[src/klt_pkg.sv]
// ----------------------------------------------------------------------------
// klt_pkg: shared definitions for the keyed list table
// Opcodes, status codes, field widths, select defaults and the compare
// result that the shared compare unit hands to the sequencer.
// ----------------------------------------------------------------------------
package klt_pkg;

  localparam int MAX_ENTRIES_DEF = 64;

  localparam int OP_W   = 4;
  localparam int KEY_W  = 16;
  localparam int CLS_W  = 8;
  localparam int RANK_W = 8;
  localparam int CNT_W  = 8;
  localparam int ST_W   = 2;

  localparam logic [OP_W-1:0] OP_INSERT = 4'd0;
  localparam logic [OP_W-1:0] OP_REMOVE = 4'd1;
  localparam logic [OP_W-1:0] OP_COUNT2 = 4'd2;
  localparam logic [OP_W-1:0] OP_SEL2   = 4'd3;
  localparam logic [OP_W-1:0] OP_SELNZ  = 4'd4;
  localparam logic [OP_W-1:0] OP_SELN1  = 4'd5;
  localparam logic [OP_W-1:0] OP_SORT   = 4'd6;
  localparam logic [OP_W-1:0] OP_CLEAR  = 4'd7;
  localparam logic [OP_W-1:0] OP_READ   = 4'd8;

  localparam logic [ST_W-1:0] ST_OK   = 2'd0;
  localparam logic [ST_W-1:0] ST_FULL = 2'd1;
  localparam logic [ST_W-1:0] ST_MISS = 2'd2;

  localparam logic [CLS_W-1:0] CLS_TWO  = 8'd2;
  localparam logic [CLS_W-1:0] CLS_ZERO = 8'd0;
  localparam logic [CLS_W-1:0] CLS_ONE  = 8'd1;

  localparam logic signed [KEY_W-1:0] DEFAULT_SEL2  = 16'sd3724;
  localparam logic signed [KEY_W-1:0] DEFAULT_OTHER = -16'sd1;

  typedef struct packed {
    logic key_eq;    // stored key equals the reference key
    logic key_gt;    // stored key is greater (signed) than the reference key
    logic cls_pass;  // stored class passes the filter of the current opcode
  } cmp_t;

endpackage

[src/klt_mem.sv]
// ----------------------------------------------------------------------------
// klt_mem: entry storage
// One write port and one read port; read data is registered.
// ----------------------------------------------------------------------------
module klt_mem #(
  parameter int DEPTH = klt_pkg::MAX_ENTRIES_DEF,
  parameter int AW    = $clog2(klt_pkg::MAX_ENTRIES_DEF)
) (
  input  logic                                clk,
  input  logic                                we,
  input  logic [AW-1:0]                       waddr,
  input  logic signed [klt_pkg::KEY_W-1:0]    wkey,
  input  logic [klt_pkg::CLS_W-1:0]           wcls,
  input  logic [AW-1:0]                       raddr,
  output logic signed [klt_pkg::KEY_W-1:0]    rkey,
  output logic [klt_pkg::CLS_W-1:0]           rcls
);

  logic [klt_pkg::KEY_W-1:0] key_mem [DEPTH];
  logic [klt_pkg::CLS_W-1:0] cls_mem [DEPTH];

  always_ff @(posedge clk) begin
    if (we) begin
      key_mem[waddr] <= wkey;
      cls_mem[waddr] <= wcls;
    end
  end

  always_ff @(posedge clk) begin
    rkey <= key_mem[raddr];
    rcls <= cls_mem[raddr];
  end

endmodule

[src/klt_cmp.sv]
// ----------------------------------------------------------------------------
// klt_cmp: shared compare unit
// Compares one stored entry against the reference key and the class filter
// of the current opcode; used by remove, count, select and sort.
// ----------------------------------------------------------------------------
module klt_cmp (
  input  logic [klt_pkg::OP_W-1:0]         op,
  input  logic signed [klt_pkg::KEY_W-1:0] ent_key,
  input  logic [klt_pkg::CLS_W-1:0]        ent_cls,
  input  logic signed [klt_pkg::KEY_W-1:0] ref_key,
  output klt_pkg::cmp_t                    res
);

  always_comb begin
    res.key_eq = (ent_key == ref_key);
    res.key_gt = (ent_key > ref_key);
    if (op inside {klt_pkg::OP_SEL2, klt_pkg::OP_COUNT2}) begin
      res.cls_pass = (ent_cls == klt_pkg::CLS_TWO);
    end else if (op == klt_pkg::OP_SELNZ) begin
      res.cls_pass = (ent_cls != klt_pkg::CLS_ZERO);
    end else begin
      res.cls_pass = (ent_cls != klt_pkg::CLS_ONE);
    end
  end

endmodule

[src/keyed_list_table_with_filtered_select.sv]
// One transaction at a time: the sequencer issues one memory read and one
//   compare per step, and the data of each read is registered before it is compared.
// Reset clears the entry count, the sequencer and the output valid; entry
//   storage is not cleared and needs no clearing pass.
// ----------------------------------------------------------------------------
// keyed_list_table_with_filtered_select: ordered key/class table
// A small sequencer walks the entry memory through one shared compare unit
// to insert, remove, count, select by filtered rank, sort, clear and read.
// ----------------------------------------------------------------------------
module keyed_list_table_with_filtered_select #(
  parameter int MAX_ENTRIES = klt_pkg::MAX_ENTRIES_DEF
) (
  input  logic                                clk,
  input  logic                                rst,
  input  logic                                in_valid,
  output logic                                in_stall,
  input  logic [klt_pkg::OP_W-1:0]            opcode,
  input  logic signed [klt_pkg::KEY_W-1:0]    key,
  input  logic [klt_pkg::CLS_W-1:0]           entry_class,
  input  logic [klt_pkg::RANK_W-1:0]          rank,
  output logic                                out_valid,
  input  logic                                out_stall,
  output logic signed [klt_pkg::KEY_W-1:0]    key_out,
  output logic [klt_pkg::CLS_W-1:0]           class_out,
  output logic [klt_pkg::CNT_W-1:0]           count_out,
  output logic [klt_pkg::ST_W-1:0]            status
);

  localparam int AW = (MAX_ENTRIES > 2) ? $clog2(MAX_ENTRIES) : 1;
  localparam int CW = $clog2(MAX_ENTRIES + 1);

  // Sequencer states
  localparam logic [3:0] S_IDLE      = 4'd0;
  localparam logic [3:0] S_INS_RD    = 4'd1;
  localparam logic [3:0] S_INS_WR    = 4'd2;
  localparam logic [3:0] S_INS_HEAD  = 4'd3;
  localparam logic [3:0] S_SCAN_RD   = 4'd4;
  localparam logic [3:0] S_SCAN_EV   = 4'd5;
  localparam logic [3:0] S_SHIFT_RD  = 4'd6;
  localparam logic [3:0] S_SHIFT_WR  = 4'd7;
  localparam logic [3:0] S_SORT_RDI  = 4'd8;
  localparam logic [3:0] S_SORT_HOLD = 4'd9;
  localparam logic [3:0] S_SORT_RDJ  = 4'd10;
  localparam logic [3:0] S_SORT_EV   = 4'd11;
  localparam logic [3:0] S_SORT_PUT  = 4'd12;
  localparam logic [3:0] S_DONE      = 4'd13;

  logic [3:0] state;
  logic [CW-1:0] count;      // entries held
  logic [CW-1:0] idx;        // walk position
  logic [CW-1:0] jdx;        // sort insertion position
  logic [CW-1:0] fcnt;       // filtered entries seen so far
  logic [klt_pkg::OP_W-1:0] op_r;
  logic signed [klt_pkg::KEY_W-1:0] key_r;
  logic [klt_pkg::CLS_W-1:0] cls_r;
  logic [klt_pkg::RANK_W-1:0] rank_r;
  logic signed [klt_pkg::KEY_W-1:0] hold_key;
  logic [klt_pkg::CLS_W-1:0] hold_cls;
  logic signed [klt_pkg::KEY_W-1:0] res_key;
  logic [klt_pkg::CLS_W-1:0] res_cls;
  logic [klt_pkg::ST_W-1:0] res_status;

  // Index arithmetic, one bit wider where a sum can reach past the depth
  logic [CW-1:0] idx_dec;
  logic [CW-1:0] jdx_dec;
  logic [CW:0]   idx_inc;
  logic [CW:0]   idx_inc2;
  logic [CW:0]   count_ext;
  logic          out_free;

  assign idx_dec   = idx - 1'b1;
  assign jdx_dec   = jdx - 1'b1;
  assign idx_inc   = {1'b0, idx} + 1'b1;
  assign idx_inc2  = {1'b0, idx} + 2'd2;
  assign count_ext = {1'b0, count};
  assign out_free  = !out_valid || !out_stall;

  // Accept only from idle; the sequencer owns the table until the result
  // has been handed to the output register.
  assign in_stall = (state != S_IDLE);

  // Memory ports
  logic                              mem_we;
  logic [AW-1:0]                     mem_waddr;
  logic signed [klt_pkg::KEY_W-1:0]  mem_wkey;
  logic [klt_pkg::CLS_W-1:0]         mem_wcls;
  logic [AW-1:0]                     mem_raddr;
  logic signed [klt_pkg::KEY_W-1:0]  rkey;
  logic [klt_pkg::CLS_W-1:0]         rcls;

  klt_mem #(
    .DEPTH (MAX_ENTRIES),
    .AW    (AW)
  ) u_mem (
    .clk   (clk),
    .we    (mem_we),
    .waddr (mem_waddr),
    .wkey  (mem_wkey),
    .wcls  (mem_wcls),
    .raddr (mem_raddr),
    .rkey  (rkey),
    .rcls  (rcls)
  );

  // Shared compare unit: the reference key is the held sort key during a
  // sort and the transaction's key otherwise.
  klt_pkg::cmp_t cmp;
  logic signed [klt_pkg::KEY_W-1:0] cmp_ref;

  assign cmp_ref = (op_r == klt_pkg::OP_SORT) ? hold_key : key_r;

  klt_cmp u_cmp (
    .op      (op_r),
    .ent_key (rkey),
    .ent_cls (rcls),
    .ref_key (cmp_ref),
    .res     (cmp)
  );

  // Read address per state
  always_comb begin
    case (state)
      S_INS_RD:   mem_raddr = idx_dec[AW-1:0];
      S_SHIFT_RD: mem_raddr = idx_inc[AW-1:0];
      S_SORT_RDJ: mem_raddr = jdx_dec[AW-1:0];
      default:    mem_raddr = idx[AW-1:0];
    endcase
  end

  // Write port per state: shifts move the last read entry, head and sort
  // placement write the held entry.
  always_comb begin
    mem_we    = 1'b0;
    mem_waddr = idx[AW-1:0];
    mem_wkey  = rkey;
    mem_wcls  = rcls;
    case (state)
      S_INS_WR: begin
        mem_we = 1'b1;
      end
      S_INS_HEAD: begin
        mem_we    = 1'b1;
        mem_waddr = '0;
        mem_wkey  = key_r;
        mem_wcls  = cls_r;
      end
      S_SHIFT_WR: begin
        mem_we = 1'b1;
      end
      S_SORT_EV: begin
        mem_we    = 1'b1;
        mem_waddr = jdx[AW-1:0];
        if (!cmp.key_gt) begin
          mem_wkey = hold_key;
          mem_wcls = hold_cls;
        end
      end
      S_SORT_PUT: begin
        mem_we    = 1'b1;
        mem_waddr = jdx[AW-1:0];
        mem_wkey  = hold_key;
        mem_wcls  = hold_cls;
      end
      default: begin
        mem_we = 1'b0;
      end
    endcase
  end

  // Sequencer
  always_ff @(posedge clk) begin
    if (rst) begin
      state     <= S_IDLE;
      count     <= '0;
      out_valid <= 1'b0;
    end else begin
      // Drop the output once the consumer takes it, unless a new result
      // loads in the same cycle
      if (out_valid && !out_stall && state != S_DONE) begin
        out_valid <= 1'b0;
      end

      case (state)
        S_IDLE: begin
          if (in_valid) begin
            op_r       <= opcode;
            key_r      <= key;
            cls_r      <= entry_class;
            rank_r     <= rank;
            res_key    <= '0;
            res_cls    <= '0;
            res_status <= klt_pkg::ST_OK;
            fcnt       <= '0;
            idx        <= '0;
            state      <= S_DONE;
            case (opcode)
              klt_pkg::OP_INSERT: begin
                if (count == CW'(MAX_ENTRIES)) begin
                  res_status <= klt_pkg::ST_FULL;
                end else begin
                  // Shift from the back toward the front, then write the head
                  idx   <= count;
                  state <= (count == '0) ? S_INS_HEAD : S_INS_RD;
                end
              end
              klt_pkg::OP_REMOVE, klt_pkg::OP_COUNT2, klt_pkg::OP_SEL2,
              klt_pkg::OP_SELNZ, klt_pkg::OP_SELN1: begin
                if (opcode != klt_pkg::OP_COUNT2) begin
                  res_status <= klt_pkg::ST_MISS;
                end
                if (opcode == klt_pkg::OP_SEL2) begin
                  res_key <= klt_pkg::DEFAULT_SEL2;
                end else if (opcode inside {klt_pkg::OP_SELNZ, klt_pkg::OP_SELN1}) begin
                  res_key <= klt_pkg::DEFAULT_OTHER;
                end
                if (count != '0) begin
                  state <= S_SCAN_RD;
                end
              end
              klt_pkg::OP_SORT: begin
                // Insertion sort: take entry idx, sink it past larger keys
                idx <= CW'(1);
                if (count_ext >= (CW+1)'(2)) begin
                  state <= S_SORT_RDI;
                end
              end
              klt_pkg::OP_CLEAR: begin
                count <= '0;
              end
              klt_pkg::OP_READ: begin
                if (rank < 8'(count)) begin
                  idx   <= CW'(rank);
                  state <= S_SCAN_RD;
                end else begin
                  res_status <= klt_pkg::ST_MISS;
                end
              end
              default: begin
                state <= S_DONE;
              end
            endcase
          end
        end

        S_INS_RD: begin
          state <= S_INS_WR;
        end

        S_INS_WR: begin
          idx   <= idx_dec;
          state <= (idx_dec == '0) ? S_INS_HEAD : S_INS_RD;
        end

        S_INS_HEAD: begin
          count <= count + 1'b1;
          state <= S_DONE;
        end

        S_SCAN_RD: begin
          state <= S_SCAN_EV;
        end

        S_SCAN_EV: begin
          // Advance by default; the cases below override on a hit
          if (idx_inc < count_ext) begin
            idx   <= idx_inc[CW-1:0];
            state <= S_SCAN_RD;
          end else begin
            state <= S_DONE;
          end
          case (op_r)
            klt_pkg::OP_READ: begin
              res_key    <= rkey;
              res_cls    <= rcls;
              res_status <= klt_pkg::ST_OK;
              state      <= S_DONE;
            end
            klt_pkg::OP_REMOVE: begin
              if (cmp.key_eq) begin
                if (idx_inc < count_ext) begin
                  idx   <= idx;
                  state <= S_SHIFT_RD;
                end else begin
                  count      <= count - 1'b1;
                  res_status <= klt_pkg::ST_OK;
                  state      <= S_DONE;
                end
              end
            end
            klt_pkg::OP_COUNT2: begin
              if (cmp.cls_pass) begin
                fcnt <= fcnt + 1'b1;
              end
            end
            default: begin
              if (cmp.cls_pass) begin
                if (8'(fcnt) == rank_r) begin
                  res_key    <= rkey;
                  res_status <= klt_pkg::ST_OK;
                  state      <= S_DONE;
                end else begin
                  fcnt <= fcnt + 1'b1;
                end
              end
            end
          endcase
        end

        S_SHIFT_RD: begin
          state <= S_SHIFT_WR;
        end

        S_SHIFT_WR: begin
          // Close the gap one entry at a time toward the back
          if (idx_inc2 < count_ext) begin
            idx   <= idx_inc[CW-1:0];
            state <= S_SHIFT_RD;
          end else begin
            count      <= count - 1'b1;
            res_status <= klt_pkg::ST_OK;
            state      <= S_DONE;
          end
        end

        S_SORT_RDI: begin
          state <= S_SORT_HOLD;
        end

        S_SORT_HOLD: begin
          hold_key <= rkey;
          hold_cls <= rcls;
          jdx      <= idx;
          state    <= S_SORT_RDJ;
        end

        S_SORT_RDJ: begin
          state <= S_SORT_EV;
        end

        S_SORT_EV: begin
          if (cmp.key_gt) begin
            // Larger key moves up one place; keep sinking the held entry
            jdx   <= jdx_dec;
            state <= (jdx_dec == '0) ? S_SORT_PUT : S_SORT_RDJ;
          end else if (idx_inc < count_ext) begin
            idx   <= idx_inc[CW-1:0];
            state <= S_SORT_RDI;
          end else begin
            state <= S_DONE;
          end
        end

        S_SORT_PUT: begin
          if (idx_inc < count_ext) begin
            idx   <= idx_inc[CW-1:0];
            state <= S_SORT_RDI;
          end else begin
            state <= S_DONE;
          end
        end

        S_DONE: begin
          // Hold the result until the output register is free
          if (out_free) begin
            key_out   <= res_key;
            class_out <= res_cls;
            count_out <= (op_r == klt_pkg::OP_COUNT2) ? 8'(fcnt) : 8'(count);
            status    <= res_status;
            out_valid <= 1'b1;
            state     <= S_IDLE;
          end
        end

        default: begin
          state <= S_IDLE;
        end
      endcase
    end
  end

  // The table never holds more than its capacity
  a_count_max: assert property (@(posedge clk) disable iff (rst)
    count <= CW'(MAX_ENTRIES))
    else $error("entry count exceeds capacity");

  // A full report is only issued against a full table
  a_full_status: assert property (@(posedge clk) disable iff (rst)
    (state == S_DONE && out_free && res_status == klt_pkg::ST_FULL)
      |-> count == CW'(MAX_ENTRIES))
    else $error("full status with room in the table");

  // The class-2 count cannot exceed the number of entries
  a_count2_bound: assert property (@(posedge clk) disable iff (rst)
    (state == S_DONE && op_r == klt_pkg::OP_COUNT2) |-> fcnt <= count)
    else $error("class-2 count above entry count");

  // Sort never compares below the front of the table
  a_sort_pos: assert property (@(posedge clk) disable iff (rst)
    (state == S_SORT_EV) |-> jdx != '0)
    else $error("sort insertion position underflow");

  // A loaded result goes out on the next cycle
  a_result_load: assert property (@(posedge clk) disable iff (rst)
    (state == S_DONE && out_free) |=> (out_valid && state == S_IDLE))
    else $error("result not presented after completion");

endmodule
[config.mk]
export PLATFORM = sky130hd
export DESIGN_NAME = keyed_list_table_with_filtered_select
export DESIGN_NICKNAME = d
export VERILOG_FILES = /design/src/klt_pkg.sv /design/src/klt_mem.sv /design/src/klt_cmp.sv /design/src/keyed_list_table_with_filtered_select.sv
export SDC_FILE = /design/constraint.sdc
export NUM_CORES = 2
export LEC_CHECK = 0
export ABC_AREA = 1
export BUFFER_PORTS_ARGS = -buffer_cell sky130_fd_sc_hd__buf_2
export CORE_UTILIZATION = 30
export DETAILED_ROUTE_END_ITERATION = 16
export MAX_ROUTING_LAYER = met4
export PLACE_DENSITY_LB_ADDON = 0.3
export SYNTH_ARGS = -nofsm -noshare
export SYNTH_HDL_FRONTEND = slang
export SYNTH_SLANG_ARGS = --single-unit
[constraint.sdc]
create_clock -name clk -period 4.2 [get_ports clk]
set_input_delay 0 -clock clk [delete_from_list [all_inputs] [get_ports clk]]
set_output_delay 0 -clock clk [all_outputs]
set_load 0.03 [all_outputs]
==> impl_metrics.ini <==
[global_routing]
grtUsageMet1 = 0.262
met3_usage = 0.0309
grt_first_pass_wirelength_mm = 351
overflow = 0
grt_max_degree = 120
track_usage = 0.190
use_met2 = 0.292
top_usage_layer = met2
grt_pass1_vias = 50600
antenna_found_initial = 9

[floorplan]
num_rows = 184
boundaryPins = 76
chipWidth_um = 506
chipHeight_um = 506
start_util = 0.303
die-area_um2 = 256000
core_um2 = 252000

[timing]
rsz0062_at_grt = false
setup_viol = 0
slew_headroom = 0.239
hold_viol = 0
slew_viol_final = 0
fmaxAchievable_mhz = 256
fin_skew_ps = 36.3
tightest_slew_ps = 1130
fin_crit_ps = 3900
period_share = 0.928
setup_tns_ps = 0

[setup_path]
cp.required_ps = 4730
worstPathMaxFanout = 64
r2r_cells = 17
critPathSlowestCell = buf_4
cp-start-kind = register
worst_ep_arrival_time_ps = 4430
crit_path_frequent_cell = a21oi_1
path_cells = nor2_1 > nand3_1 > buf_12 > nor2_1 > a21oi_1 > ha_1 > a21oi_1 > o21ai_0 > a21oi_1 > nand2_1 > nand2_1 > nand3_1 > buf_12 > a21oi_1 > o21ai_0 > nand4_1 > buf_4
cp-end-kind = register
cpPeakStageDelay_ps = 570
crit_type = reg -> reg

[synthesis]
synth-main-ff-cell = edfxtp_1
synth_fa_ha_area_frac = 0.00814
synthCells = 7000
synth-seq-cells = 1712
synth_compound_gate_area_share = 0.0155
synth_area_leader_cell = edfxtp_1
ys_seq_area_frac = 0.670
synth-simple-area-share = 0.238
synth_cell_types = 45
yosys_warnings = 0
async_flop_share = 0
synthMuxAreaShare = 0
synth_top_area_frac = 0.661
synth_top_family_by_area = simple AND/OR/NAND/NOR gates
synth.net_count = 7089
synth-edff-count = 1676
synthTopCellsByArea = edfxtp_1 66%, nand3_1 10%, nand2_1 6.9%
synth_area_um2 = 76200
synth.avg_cell_area_um2 = 10.9
synth_xor_area_frac = 0.00218

[clock_network]
numCtsBuffers = 184
cts-root-buf = clkbuf_16
cts_tree = done
cts-htree-levels = 4
cts_sinks = 1712
clk_pin_slew_ps = 60
insertion_delay_ps = 860
clock_path_buffers = 3

[power]
finalPower_mw = 69.5
leakagePower_nw = 33.7
cellPowerDensity_nw_per_um2 = 784
ir_drop_v = 0.000624

[routing]
routed_wirelength_mm = 241
first_iter_violations = 5720
drc = 0
antenna_violating_nets_post_route = 0
drtPass1Iterations = 9
via_count = 53600
routedWlPerCell_um = 22.5
vias_per_cell = 5.01

[worst_hold_path]
hold_class = in -> reg
holdPathStages = 3

[layout]
final_common_cell = edfxtp_1
nets = 7279
layout_common_cells = 1676 x edfxtp_1, 1515 x nand3_1, 1405 x nand2_1, 793 x inv_1, 513 x nand3b_1
area_delta_synth_final_pct = 16.4
drive_above_1_share = 0.0969

[flow_run]
cap_violations = 0

[place]
place_congestion = 0.931
place_hpwl_mm = 139
io_buffer_count = 74

[run_status]
status = finished, final reports clean
## area by class of cell
| cell class | count | area (um2) |
|---|---|---|
| Fill cell | 24800 | 163000 |
| Sequential cell | 1712 | 51000 |
| Multi-Input combinational cell | 4042 | 20400 |
| Clock buffer | 258 | 5010 |
| Timing Repair Buffer | 443 | 4310 |
| Tap cell | 3348 | 4190 |
| Inverter | 807 | 3040 |
| Clock inverter | 85 | 754 |
| Antenna cell | 4 | 10.0 |
## state kept, by name, summed over array words and instances (netlist names), 8 cells and up
name           flops
hold_cls           8
class_out          8
hold_key          16
res_key           16
cls_r              8
rank_r             8
res_cls            8
u_mem.rcls         8
u_mem.cls_mem    512
key_out           16
key_r             16
u_mem.key_mem   1024
u_mem.rkey        16
## synthesized netlist by cell type, types with 3 or more instances
master / count
a21oi_1: 74
nand4_1: 39
edfxtp_1: 1676
o21ai_1: 3
nor2_2: 5
buf_2: 174
buf_1: 47
xor2_1: 17
o22ai_1: 6
nand2_1: 1406
o22ai_2: 5
inv_2: 11
nor2_1: 256
o211ai_1: 31
nand3b_1: 513
buf_6: 3
buf_4: 24
clkbuf_1: 191
nor4_1: 3
dfxtp_1: 36
nor3_1: 23
ha_1: 48
nand3_1: 1515
inv_1: 794
o21ai_0: 69
nor2_4: 3
## kinds of logic after synthesis
| kind of cell | count (synthesis) |
|---|---|
| fa+ha+maj | 49 |
| simple gates | 3770 |
| other cells | 1 |
| buf+inv | 1246 |
| flops | 1712 |
| compound gates | 203 |
| xor+xnor | 19 |
## metrics by stage
stage,utilization,hold WS (ps),cell area (um2),instances,setup WS [ps]
after CTS,0.352,31.7,88700,10700,341
after detailed placement,0.326,179,82200,10300,398
after global routing,0.352,109,88700,10700,48.5
final,0.352,76.4,88700,10700,301
after global placement,0.326,180,82200,10300,277
after floorplan,-,98.9,76200,7000,146
## routing by layer
metal	vias to the layer above	share of wire
li1	24600	-
met1	26600	0.44
met2	2162	0.46
met3	284	0.079
met4	0	0.019
met5	-	0
## power breakdown
part / leakage (nW) / switching (mW) / internal (mW)
combinational: 15.4 / 22.4 / 8.52
sequential: 15.4 / 0.516 / 22.4
clock: 2.80 / 6.78 / 8.85
total: 33.7 / 29.7 / 39.8
## path summary, 6_finish.rpt
path | startpoint | endpoint | slack [ps]
min | rst | count[1]$_SDFFE_PP0P_ | 80
max reg2reg | op_r[3]$_DFFE_PP_ | u_mem.key_mem[13][13]$_DFFE_PP_ | 300
min reg2reg | res_key[4]$_DFFE_PP_ | key_out[4]$_DFFE_PP_ | 420
max | op_r[3]$_DFFE_PP_ | u_mem.key_mem[13][13]$_DFFE_PP_ | 300
## critical path: cells and delay by family, from the launching register on
| family | cells | cell delay [ps] |
|---|---|---|
| DFF | 1 | 410 |
| AOI/OAI and AO/OA | 6 | 750 |
| buffers and inverters | 3 | 1040 |
| adders and majority gates | 1 | 310 |
| and+or+nand+nor | 7 | 980 |
## repair_timing
action / in CTS / in global routing
gates resized for setup: 0 / 1
setup buffers: 0 / 0
endpoints found under the hold margin: 169 / 0
endpoints found under the setup margin: 0 / 64
hold buffers: 77 / 0
Note: power is estimated with default switching activity, not from simulation.
